==> src/hdl/mexp_pkg.sv <==
// ----------------------------------------------------------------------------
// mexp_pkg
//   Types and constants of the modular exponentiation block.
// ----------------------------------------------------------------------------
package mexp_pkg;

  // configuration register indexes
  typedef enum logic [1:0] {
    CFG_MODULUS  = 2'd0,
    CFG_PUB_EXP  = 2'd1,
    CFG_PRIV_EXP = 2'd2
  } cfg_idx_e;

  typedef enum logic {
    CMD_ENCRYPT = 1'b0,
    CMD_DECRYPT = 1'b1
  } cmd_e;

  typedef enum logic [2:0] {
    ST_IDLE,
    ST_RED,
    ST_RED_WAIT,
    ST_CHECK,
    ST_MUL
  } state_e;

  localparam logic [31:0] MODULUS_RST  = 32'd2140;
  localparam logic [31:0] PUB_EXP_RST  = 32'd3;
  localparam logic [31:0] PRIV_EXP_RST = 32'd1343;

endpackage

==> src/hdl/mexp_modmul.sv <==
// ----------------------------------------------------------------------------
// mexp_modmul
//   Bit-serial interleaved modular multiplier: p = a * b mod m.
//   One bit of a per cycle, MSB first; b must be below m.
// ----------------------------------------------------------------------------
module mexp_modmul #(
  parameter int unsigned Width = 32
) (
  input  logic             clk_i,
  input  logic             rst_ni,
  input  logic             start_i,
  input  logic [Width-1:0] a_i,
  input  logic [Width-1:0] b_i,
  input  logic [Width:0]   m_i,     // modulus, 2^Width encoded as MSB set
  output logic             done_o,
  output logic [Width-1:0] p_o
);

  localparam int unsigned CntW = $clog2(Width + 1);

  logic [CntW-1:0]  cnt_q;
  logic             run_q;
  logic             done_q;
  logic [Width-1:0] a_q;
  logic [Width-1:0] b_q;
  logic [Width-1:0] r_q;

  logic [Width+1:0] sum;
  logic [Width+1:0] m1;
  logic [Width+1:0] m2;
  logic [Width+1:0] r_d;

  // r < m and b < m, so 2r + b < 3m: at most two subtractions
  always_comb begin
    sum = {1'b0, r_q, 1'b0} + (a_q[Width-1] ? {2'b00, b_q} : '0);
    m1  = {1'b0, m_i};
    m2  = {m_i, 1'b0};
    if (sum >= m2) begin
      r_d = sum - m2;
    end else if (sum >= m1) begin
      r_d = sum - m1;
    end else begin
      r_d = sum;
    end
  end

  always_ff @(posedge clk_i or negedge rst_ni) begin
    if (!rst_ni) begin
      run_q  <= 1'b0;
      done_q <= 1'b0;
      cnt_q  <= '0;
    end else begin
      done_q <= 1'b0;
      if (start_i) begin
        run_q <= 1'b1;
        cnt_q <= CntW'(Width);
      end else if (run_q) begin
        cnt_q <= cnt_q - CntW'(1);
        if (cnt_q == CntW'(1)) begin
          run_q  <= 1'b0;
          done_q <= 1'b1;
        end
      end
    end
  end

  always_ff @(posedge clk_i) begin
    if (start_i) begin
      a_q <= a_i;
      b_q <= b_i;
      r_q <= '0;
    end else if (run_q) begin
      a_q <= {a_q[Width-2:0], 1'b0};
      r_q <= r_d[Width-1:0];
    end
  end

  assign done_o = done_q;
  assign p_o    = r_q;

endmodule

==> src/hdl/modular_exponentiation_rsa.sv <==
// ----------------------------------------------------------------------------
// modular_exponentiation_rsa
//   RSA modular exponentiation, right-to-left square and multiply.
// ----------------------------------------------------------------------------
// Usage:
//   A word (command_i, value_i) is taken at a clock edge with start high and
//   busy low. command_i selects the public exponent (encrypt) or the private
//   exponent (decrypt). busy stays high while the word is worked on; result_o
//   then shows value^exponent mod modulus, marked by done_o for one cycle.
//   The receiver cannot stall; busy falls in the cycle done_o is shown, so
//   the next word may be started right then.
//   The base is first reduced; then, up to the top set exponent bit, each
//   exponent bit runs two bit-serial modular multipliers side by side, one
//   operand bit per cycle.
//   Configuration writes (cfg_valid_i/cfg_ready_o) are taken while idle.
//   Reset loads modulus 2140, public exponent 3, private exponent 1343.
// ----------------------------------------------------------------------------
module modular_exponentiation_rsa
  import mexp_pkg::*;
#(
  parameter int unsigned OPERAND_WIDTH = 32
) (
  input  logic        clk_i,
  input  logic        rst_ni,
  input  logic        start,
  output logic        busy,
  input  logic        command_i,
  input  logic [31:0] value_i,
  output logic        done_o,
  output logic [31:0] result_o,
  input  logic        cfg_valid_i,
  output logic        cfg_ready_o,
  input  logic [1:0]  cfg_index_i,
  input  logic [31:0] cfg_data_i
);

  localparam int unsigned W = OPERAND_WIDTH;

  state_e         state_q, state_d;
  logic [W-1:0]   modulus_q;
  logic [W-1:0]   pub_exp_q;
  logic [W-1:0]   priv_exp_q;
  logic [W-1:0]   ex_q;
  logic [W-1:0]   base_q;
  logic [W-1:0]   acc_q;
  logic [31:0]    result_q;
  logic           done_q;

  logic [W:0]     m_ext;
  logic [W-1:0]   one_red;
  logic [W-1:0]   sq_b;
  logic           red_start;
  logic           mul_start;
  logic           finish;
  logic           sq_done;
  logic           ml_done;
  logic [W-1:0]   sq_p;
  logic [W-1:0]   ml_p;

  // modulus zero stands for 2^W
  assign m_ext   = {(modulus_q == '0), modulus_q};
  assign one_red = {{(W-1){1'b0}}, (modulus_q != W'(1))};
  assign sq_b    = (state_q == ST_RED) ? one_red : base_q;

  always_comb begin
    state_d   = state_q;
    red_start = 1'b0;
    mul_start = 1'b0;
    finish    = 1'b0;
    unique case (state_q)
      ST_IDLE: begin
        if (start) begin
          state_d = ST_RED;
        end
      end
      ST_RED: begin
        red_start = 1'b1;
        state_d   = ST_RED_WAIT;
      end
      ST_RED_WAIT: begin
        if (sq_done) begin
          state_d = ST_CHECK;
        end
      end
      ST_CHECK: begin
        if (ex_q == '0) begin
          finish  = 1'b1;
          state_d = ST_IDLE;
        end else begin
          mul_start = 1'b1;
          state_d   = ST_MUL;
        end
      end
      ST_MUL: begin
        if (sq_done && ml_done) begin
          state_d = ST_CHECK;
        end
      end
      default: begin
        state_d = ST_IDLE;
      end
    endcase
  end

  always_ff @(posedge clk_i or negedge rst_ni) begin
    if (!rst_ni) begin
      state_q    <= ST_IDLE;
      done_q     <= 1'b0;
      modulus_q  <= MODULUS_RST[W-1:0];
      pub_exp_q  <= PUB_EXP_RST[W-1:0];
      priv_exp_q <= PRIV_EXP_RST[W-1:0];
    end else begin
      state_q <= state_d;
      done_q  <= finish;
      if (cfg_valid_i && cfg_ready_o) begin
        unique case (cfg_idx_e'(cfg_index_i))
          CFG_MODULUS:  modulus_q  <= cfg_data_i[W-1:0];
          CFG_PUB_EXP:  pub_exp_q  <= cfg_data_i[W-1:0];
          CFG_PRIV_EXP: priv_exp_q <= cfg_data_i[W-1:0];
          default:      ;
        endcase
      end
    end
  end

  always_ff @(posedge clk_i) begin
    if (state_q == ST_IDLE && start) begin
      ex_q   <= (cmd_e'(command_i) == CMD_DECRYPT) ? priv_exp_q : pub_exp_q;
      base_q <= value_i[W-1:0];
      acc_q  <= W'(1);
    end
    if (state_q == ST_RED_WAIT && sq_done) begin
      base_q <= sq_p;
    end
    if (state_q == ST_MUL && sq_done && ml_done) begin
      base_q <= sq_p;
      if (ex_q[0]) begin
        acc_q <= ml_p;
      end
      ex_q <= ex_q >> 1;
    end
    if (finish) begin
      result_q <= 32'(acc_q);
    end
  end

  // squaring unit, also reduces the raw base as base * 1 mod m
  mexp_modmul #(
    .Width (W)
  ) u_sq (
    .clk_i   (clk_i),
    .rst_ni  (rst_ni),
    .start_i (red_start | mul_start),
    .a_i     (base_q),
    .b_i     (sq_b),
    .m_i     (m_ext),
    .done_o  (sq_done),
    .p_o     (sq_p)
  );

  // accumulator unit, runs in lockstep with the squaring unit
  mexp_modmul #(
    .Width (W)
  ) u_ml (
    .clk_i   (clk_i),
    .rst_ni  (rst_ni),
    .start_i (mul_start),
    .a_i     (acc_q),
    .b_i     (base_q),
    .m_i     (m_ext),
    .done_o  (ml_done),
    .p_o     (ml_p)
  );

  assign busy        = (state_q != ST_IDLE);
  assign done_o      = done_q;
  assign result_o    = result_q;
  assign cfg_ready_o = ~busy;

endmodule

==> config.mk <==
export PLATFORM = sky130hd
export DESIGN_NAME = modular_exponentiation_rsa
export DESIGN_NICKNAME = d
export VERILOG_FILES = /design/src/hdl/mexp_pkg.sv /design/src/hdl/mexp_modmul.sv /design/src/hdl/modular_exponentiation_rsa.sv
export SDC_FILE = /design/constraint.sdc
export NUM_CORES = 1
export LEC_CHECK = 0
export ABC_AREA = 1
export ABC_CLOCK_PERIOD_IN_PS = 7300
export BUFFER_PORTS_ARGS = -buffer_cell sky130_fd_sc_hd__buf_4
export CAP_MARGIN = 30
export CELL_PAD_IN_SITES_DETAIL_PLACEMENT = 0
export CELL_PAD_IN_SITES_GLOBAL_PLACEMENT = 1
export CORE_MARGIN = 2
export CORE_UTILIZATION = 50
export DETAILED_ROUTE_END_ITERATION = 16
export GPL_TIMING_DRIVEN = 0
export PLACE_DENSITY = 0.84
export SLEW_MARGIN = 0
export SYNTH_ARGS = -nofsm -noshare
export SYNTH_HDL_FRONTEND = slang
export SYNTH_SLANG_ARGS = --single-unit
==> constraint.sdc <==
create_clock -name clk_i -period 7.3 [get_ports clk_i]
set_input_delay 0 -clock clk_i [delete_from_list [all_inputs] [get_ports clk_i]]
set_output_delay 0 -clock clk_i [all_outputs]
set_load 0.03 [all_outputs]
==> impl_metrics.toml, run 1 <==
[worst_setup_path]
crit_path_start = "u_ml.a_q[31]$_DFFE_PP_"
cpLargestDelayFamily = "simple AND/OR/NAND/NOR gates"
worst_ep_arrival_time_ns = 6.56
worst_reg2reg_path_startpoint = "u_ml.a_q[31]$_DFFE_PP_"
criticalPathCategory = "flop to flop"
timing.critical_path.from_type = "flop"
reg2reg_depth = 34
slack_of_the_worst_reg_to_reg_path_ns = 1.21
crit_required_ns = 7.77
crit_path_frequent_cell = "sky130_fd_sc_hd__nand2_1"
crit_slowest_cell = "sky130_fd_sc_hd__clkbuf_1"
critPathMaxStageDelay_ns = 0.47
capture_instance_of_the_worst_register_to_register_path = "u_ml.p_o[24]$_SDFFE_PP0P_"
crit_end_category = "flop"
critical_path.max_fanout = 10
critical_path_buf_inv_count = 7

[clock_tree]
clock_sinks = 436
tritoncts.num_buffers = 47
cts_tree = "yes"
clk_root_buffer_cell = "sky130_fd_sc_hd__clkbuf_16"
clk_latency_ns = 0.60
cts.htree.levels = 2
clock_pin_slew_of_the_registers_on_the_worst_case_setup_and_hold_paths_ns = 0.06
cts.path.max_buffers = 3

[detailed_routing]
drtPass1Iterations = 6
wirelength_mm = 114.3
route.detailed.drc = 0
wl_per_cell_um = 20.24
drtAntennaViolNets = 0
total_vias_in_the_final_route = 30550
drt-initial-drc-count = 2917
route.detailed.vias_per_inst = 5.407

[grt]
grt_use_total = 0.3434
first_global_vias = 29030
grt.overflow.total = 0
largest_net_degree_at_the_start_of_global_routing = 67
initial_antenna_violation_count = 0
grt_pass1_wl_mm = 172.1

[logic_synthesis]
syn_area_per_cell_um2 = 7.043
synth_cell_types = 53
post_synth_instance_area_um2 = 31910
yosysSeqAreaShare = 0.3622
synth.net_count = 4806
ys_seq_elements = 436
yosys_warnings = 0
syn-instance-count = 4531

[hold_path]
worst_min_delay_path_class = "primary input to flop"
min_from = "command_i"
hold-path-cell-count = 3
min_to = "ex_q[31]$_SDFFE_PP0P_"

[timing]
grt_setup_unrepaired = "false"
worst_slew_pin_slew_ns = 0.9642
hold-worst-slack_ns = 0.08519
fin_crit_ns = 6.090
worst_max_slew_margin_expressed_relative_to_the_limit = 0.3556
skew_ns = 0.01750
report.final.setup_viol = 0
report.final.hold_viol_count = 0
maxClockFrequency_ghz = 0.1642
period_share = 0.8342
final_max_slew_viol_count = 0
total_negative_setup_slack_ns = 0

[layout]
syn_to_final_growth_pct = 13.75
most-common-layout-cells = "sky130_fd_sc_hd__nand2_1 (1478), sky130_fd_sc_hd__inv_1 (667), sky130_fd_sc_hd__nor2_1 (327), sky130_fd_sc_hd__o21ai_0 (274), sky130_fd_sc_hd__a21oi_1 (272)"
antenna_cells = 0
layout_commonest_cell = "sky130_fd_sc_hd__nand2_1"
fillerInstances = 6279
layout.core_utilization = 0.5755
drive_above_1_share = 0.08576
final_nets = 5040

[flow_run]
total_of_max_cap_violations = 0

[placement]
count_of_input_and_output_buffers = 104
post-dp-hpwl_mm = 92.63
gp_routability_congestion = 0.9997

[pwr]
power.share.combinational = 0.022
pwr-share-clk = 0.487
switchingPower_w = 0.001101
pwr_density_cell_nw_per_um2 = 143.8
internal_power_w = 0.004117
swShare = 0.2110
power.static_leakage_nw = 18.77
flop_pwr_share = 0.492
worst_ir_drop_vdd_mv = 0.1817

[die]
initial_core_util = 0.5059
die-width_um = 256.6
floorplan.io_pins = 106
rows = 92
die-area_um2 = 65860
fp.coreArea_um2 = 63080
die_extent_in_y_um = 256.6

[run_status]
run_status = "complete, no violations"
[cell usage after synthesis, drive strengths merged]
| master | n | area, µm² |
|---|---|---|
| o21ai | 285 | 1430 |
| or2 | 10 | 62.56 |
| dfxtp | 97 | 1942 |
| nor4 | 14 | 87.58 |
| a22oi | 1 | 7.510 |
| and3 | 1 | 6.260 |
| clkbuf | 67 | 251.5 |
| o32ai | 1 | 8.760 |
| nand3 | 241 | 1231 |
| nand4 | 54 | 337.8 |
| a31oi | 8 | 50.05 |
| nand3b | 23 | 172.7 |
| o211ai | 55 | 513.0 |
| nor3 | 37 | 195.2 |
| a21oi | 302 | 1624 |
| a21o | 7 | 52.55 |
| xor2 | 78 | 683.2 |
| inv | 686 | 2575 |
| nand2b | 1 | 6.260 |
| nand2 | 1517 | 5812 |
| o21a | 5 | 37.54 |
| dfrtp | 101 | 2527 |
| clkinv | 5 | 18.77 |
| xnor2 | 35 | 306.5 |
| dfstp | 15 | 394.1 |
| o22ai | 3 | 18.77 |
| buf | 46 | 305.3 |
| o21bai | 28 | 210.2 |
| ha | 198 | 2477 |
| nor2 | 337 | 1305 |
| a211oi | 3 | 22.52 |
| fa | 6 | 120.1 |
| edfxtp | 223 | 6696 |
| mux2 | 32 | 360.4 |
| or3 | 1 | 6.260 |
| and2 | 2 | 12.51 |
| a21boi | 6 | 45.05 |
[worst max path at each step]
stage                                end  slack, ns  cells after the start
2_1_floorplan      result_o[0]$_DFFE_PP_       2.79                      5
3_3_place_gp            done_o$_DFF_PN0_       0.24                      5
3_5_place_dp   u_ml.p_o[24]$_SDFFE_PP0P_       1.39                     34
4_1_cts        u_ml.p_o[24]$_SDFFE_PP0P_       1.36                     34
5_1_grt        u_ml.p_o[24]$_SDFFE_PP0P_       0.84                     34
6_report       u_ml.p_o[24]$_SDFFE_PP0P_       1.21                     34
[worst register-to-register path, delay by kind of cell, from the launching register on]
kind,cells,cell delay [ns]
simple gates,23,2.86
compound gates,1,0.07
buf+inv,7,1.66
fa+ha+maj,3,1.08
flops,1,0.31
[flip-flops by register name, summed over array words and instances, names as in the netlist, 3 cells and up]
name	count
priv_exp_q	32
u_sq.cnt_q	6
u_ml.cnt_q	6
u_sq.a_q	32
u_sq.p_o	32
base_q	32
acc_q	32
modulus_q	32
ex_q	32
state_q	3
u_ml.a_q	32
u_ml.b_q	32
pub_exp_q	32
u_sq.b_q	32
u_ml.p_o	32
result_o	32
[logic make-up (layout without fill, tap and decap cells)]
family                     Yosys count  in the layout  synth area share
muxes                               32             32           0.01129
xor gates and xnor gates           113            113           0.03101
AOI/OAI and AO/OA                  704            704            0.1260
DFF                                436            436            0.3622
adders and majority gates          204            204           0.08139
buffers and inverters              804           1077           0.09872
and+or+nand+nor                   2238           2238            0.2894
[layout make-up]
cell class	count	area, µm²	share of cell area
clock inverter	22	314.1	0.008652
sequential	436	11560	0.3185
tap	846	1059	0.02916
timing repair buffer	185	1683	0.04636
multi-input combinational	3291	17210	0.4742
buffer	113	558.0	0.01537
clock buffer	66	1319	0.03633
inverter	691	2594	0.07145
[routing by layer]
metal / global-route usage / vias up / wire, µm / share of wire
met2: 0.5759 / 1059 / 53220 / 0.47
li1: - / 15120 / - / -
met3: 0.04261 / 229 / 7149 / 0.063
met1: 0.4469 / 14140 / 48600 / 0.43
met4: 0.1462 / 0 / 5370 / 0.047
met5: 0 / - / 0 / 0
[through the flow]
step	total power, W	instances	instance area [µm²]	setup slack, ns
2_1_floorplan	0.002636	4531	31910	2.789
3_3_place_gp	0.002693	5481	33750	0.2435
3_5_place_dp	0.002696	5490	33930	1.388
4_1_cts	0.005234	5650	36300	1.356
5_1_grt	0.005335	5650	36300	0.8364
6_report	0.005218	5650	36300	1.210
[power by group through the flow]
| stage | clock network (W) | registers [W] | logic [W] |
|---|---|---|---|
| global route | 0.00265 | 0.00256 | 0.000123 |
| finish | 0.00254 | 0.00256 | 0.000113 |
| CTS | 0.00256 | 0.00256 | 0.000113 |
| detailed placement | 0 | 0.00262 | 0.0000808 |
| global placement | 0 | 0.00262 | 0.0000775 |
| floorplan | 0 | 0.00262 | 0.0000201 |
[what timing repair did]
item | CTS | global route
setup buffers | 0 | 0
endpoints found under the hold margin | 240 | 0
hold buffers | 72 | 0
gates resized for setup | 0 | 0
Note: power is estimated with default switching activity, not from simulation.
==> run 2: changes to the inputs <==
--- a/config.mk
+++ b/config.mk
@@ -6,16 +6,16 @@
 export NUM_CORES = 1
 export LEC_CHECK = 0
 export ABC_AREA = 1
-export ABC_CLOCK_PERIOD_IN_PS = 7300
+export ABC_CLOCK_PERIOD_IN_PS = 4900
 export BUFFER_PORTS_ARGS = -buffer_cell sky130_fd_sc_hd__buf_4
 export CAP_MARGIN = 30
 export CELL_PAD_IN_SITES_DETAIL_PLACEMENT = 0
 export CELL_PAD_IN_SITES_GLOBAL_PLACEMENT = 1
 export CORE_MARGIN = 2
-export CORE_UTILIZATION = 50
+export CORE_UTILIZATION = 42
 export DETAILED_ROUTE_END_ITERATION = 16
 export GPL_TIMING_DRIVEN = 0
-export PLACE_DENSITY = 0.84
+export PLACE_DENSITY = 0.75
 export SLEW_MARGIN = 0
 export SYNTH_ARGS = -nofsm -noshare
 export SYNTH_HDL_FRONTEND = slang
==> constraint.sdc (replaced) <==
create_clock -name clk_i -period 4.9 [get_ports clk_i]
set_input_delay 0 -clock clk_i [delete_from_list [all_inputs] [get_ports clk_i]]
set_output_delay 0 -clock clk_i [all_outputs]
set_load 0.03 [all_outputs]
==> run 2 against run 1 <==
Net effect:
- register-to-register slack worse by 1.0 ns
- first-iteration DRC count is 15% lower
- worst hold slack worse by 0.0056 ns
- core utilization is 7.7 points lower
- critical endpoint is now u_ml.p_o[9]$_SDFFE_PP0P_
- highest routed layer unchanged
==> impl_metrics.toml, run 2 (synthesis gave the netlist of run 1 again) <==
[placement]
post-dp-hpwl_mm = 92.43
count_of_input_and_output_buffers = 104
gp_routability_congestion = 0.9784

[layout]
antenna_cells = 0
syn_to_final_growth_pct = 18.14
layout_commonest_cell = "sky130_fd_sc_hd__nand2_1"
most-common-layout-cells = "sky130_fd_sc_hd__nand2_1 (1433), sky130_fd_sc_hd__inv_1 (655), sky130_fd_sc_hd__nor2_1 (289), sky130_fd_sc_hd__o21ai_0 (270), sky130_fd_sc_hd__a21oi_1 (259)"
drive_above_1_share = 0.1320
final_nets = 5053

[pwr]
pwr-share-clk = 0.479
worst_ir_drop_vdd_mv = 0.2270
swShare = 0.2157
power.static_leakage_nw = 18.85
pwr_density_cell_nw_per_um2 = 203.3
power.share.combinational = 0.022
flop_pwr_share = 0.499
internal_power_w = 0.006011
switchingPower_w = 0.001653

[detailed_routing]
route.detailed.drc = 0
drtPass1Iterations = 6
route.detailed.vias_per_inst = 5.243
drt-initial-drc-count = 2466
drtAntennaViolNets = 0
total_vias_in_the_final_route = 30390
wl_per_cell_um = 19.70
wirelength_mm = 114.2

[worst_setup_path]
crit_slowest_cell = "sky130_fd_sc_hd__ha_2"
criticalPathCategory = "flop to flop"
timing.critical_path.from_type = "flop"
reg2reg_depth = 30
critical_path.max_fanout = 10
cpLargestDelayFamily = "simple AND/OR/NAND/NOR gates"
worst_ep_arrival_time_ns = 5.22
critical_path_buf_inv_count = 8
crit_required_ns = 5.40
crit_path_frequent_cell = "sky130_fd_sc_hd__nand2_1"
worst_reg2reg_path_startpoint = "u_ml.a_q[31]$_DFFE_PP_"
capture_instance_of_the_worst_register_to_register_path = "u_ml.p_o[9]$_SDFFE_PP0P_"
critPathMaxStageDelay_ns = 0.39
crit_end_category = "flop"
slack_of_the_worst_reg_to_reg_path_ns = 0.17

[die]
rows = 101
die-width_um = 279.7
floorplan.io_pins = 106
die-area_um2 = 78200
fp.coreArea_um2 = 75570
die_extent_in_y_um = 279.7
initial_core_util = 0.4223

[timing]
period_share = 0.9649
worst_slew_pin_slew_ns = 0.9431
skew_ns = 0.01651
hold-worst-slack_ns = 0.07961
maxClockFrequency_ghz = 0.2115
total_negative_setup_slack_ns = 0
final_max_slew_viol_count = 0
worst_max_slew_margin_expressed_relative_to_the_limit = 0.3712
report.final.hold_viol_count = 0
report.final.setup_viol = 0
fin_crit_ns = 4.728

[grt]
largest_net_degree_at_the_start_of_global_routing = 58
grt.overflow.total = 0
grt_use_total = 0.2876
grt_pass1_wl_mm = 170.6
first_global_vias = 28730
initial_antenna_violation_count = 2

[hold_path]
worst_min_delay_path_class = "primary input to flop"
hold-path-cell-count = 4
min_to = "ex_q[30]$_DFFE_PP_"
min_from = "command_i"

[clock_tree]
cts.htree.levels = 2
cts.path.max_buffers = 3
tritoncts.num_buffers = 49
clk_root_buffer_cell = "sky130_fd_sc_hd__clkbuf_16"
cts_tree = "yes"
clk_latency_ns = 0.61
clock_sinks = 436
clock_pin_slew_of_the_registers_on_the_worst_case_setup_and_hold_paths_ns = 0.06

[run_status]
run_status = "complete, no violations"

[flow_run]
total_of_max_cap_violations = 0
-- run 2: per-stage QoR --
stage | instance area [µm²] | utilization | total power [W] | worst slack [ns] | cells
floorplan | 31910 | - | 0.003927 | 0.3887 | 4531
global placement | 33920 | 0.4488 | 0.004016 | -2.485 | 5613
detailed placement | 34060 | 0.4507 | 0.004020 | -1.088 | 5621
CTS | 36630 | 0.4847 | 0.007726 | -0.03098 | 5789
global route | 37700 | 0.4989 | 0.007878 | -0.02164 | 5796
finish | 37700 | 0.4989 | 0.007665 | 0.1719 | 5796
-- run 2: final cells by class --
type                       count  area (µm²)
clock buffer                  67        1346
fill                        7801       37870
sequential                   436       11560
timing repair buffer         198        1760
buffer                       111       620.6
clock inverter                24       239.0
multi-input combinational   3291       18360
tap                          978        1224
inverter                     691        2596
-- run 2: worst max path at each step --
stage | slack [ns] | startpoint | cells past startpoint | end
final | 0.17 | u_ml.a_q[31]$_DFFE_PP_ | 30 | u_ml.p_o[9]$_SDFFE_PP0P_
after floorplan | 0.39 | ex_q[0]$_DFFE_PP_ | 5 | result_o[0]$_DFFE_PP_
after CTS | -0.03 | u_ml.a_q[31]$_DFFE_PP_ | 34 | u_ml.p_o[19]$_SDFFE_PP0P_
after global placement | -2.48 | ex_q[5]$_DFFE_PP_ | 5 | done_o$_DFF_PN0_
after global routing | -0.02 | u_ml.a_q[31]$_DFFE_PP_ | 35 | u_ml.p_o[29]$_SDFFE_PP0P_
after detailed placement | -1.09 | u_ml.a_q[31]$_DFFE_PP_ | 33 | u_ml.p_o[17]$_SDFFE_PP0P_
-- run 2: per-layer routing --
metal	part of all wire	up-vias	global-route usage	wire, µm
met4	0.036	0	0.09804	4064
met3	0.050	179	0.02502	5689
met1	0.44	14250	0.3817	49920
li1	-	15140	-	-
met5	0	-	0	0
met2	0.48	827	0.4921	54500
-- run 2: power groups by stage --
stage / Combinational, W / Sequential (W) / Clock (W)
final: 0.000169 / 0.00382 / 0.00367
after global routing: 0.000186 / 0.00382 / 0.00387
after CTS: 0.000172 / 0.00382 / 0.00373
after detailed placement: 0.000124 / 0.00390 / 0
after global placement: 0.000119 / 0.00390 / 0
after floorplan: 0.0000300 / 0.00390 / 0
-- run 2: what timing repair did --
action,4_1_cts,5_1_grt
resized for setup,45,228
setup buffers,4,5
hold endpoints to repair,239,0
pin swaps,2,18
setup endpoints to repair,64,64
hold buffers,75,0
-- run 2: worst reg2reg max path: cells and delay by family, from the launching register on --
kind	cells	cell delay (ns)
AOI/OAI and AO/OA	3	0.35
adders and majority gates	2	0.73
buffers and inverters	8	1.10
DFF	1	0.36
and+or+nand+nor	17	2.07
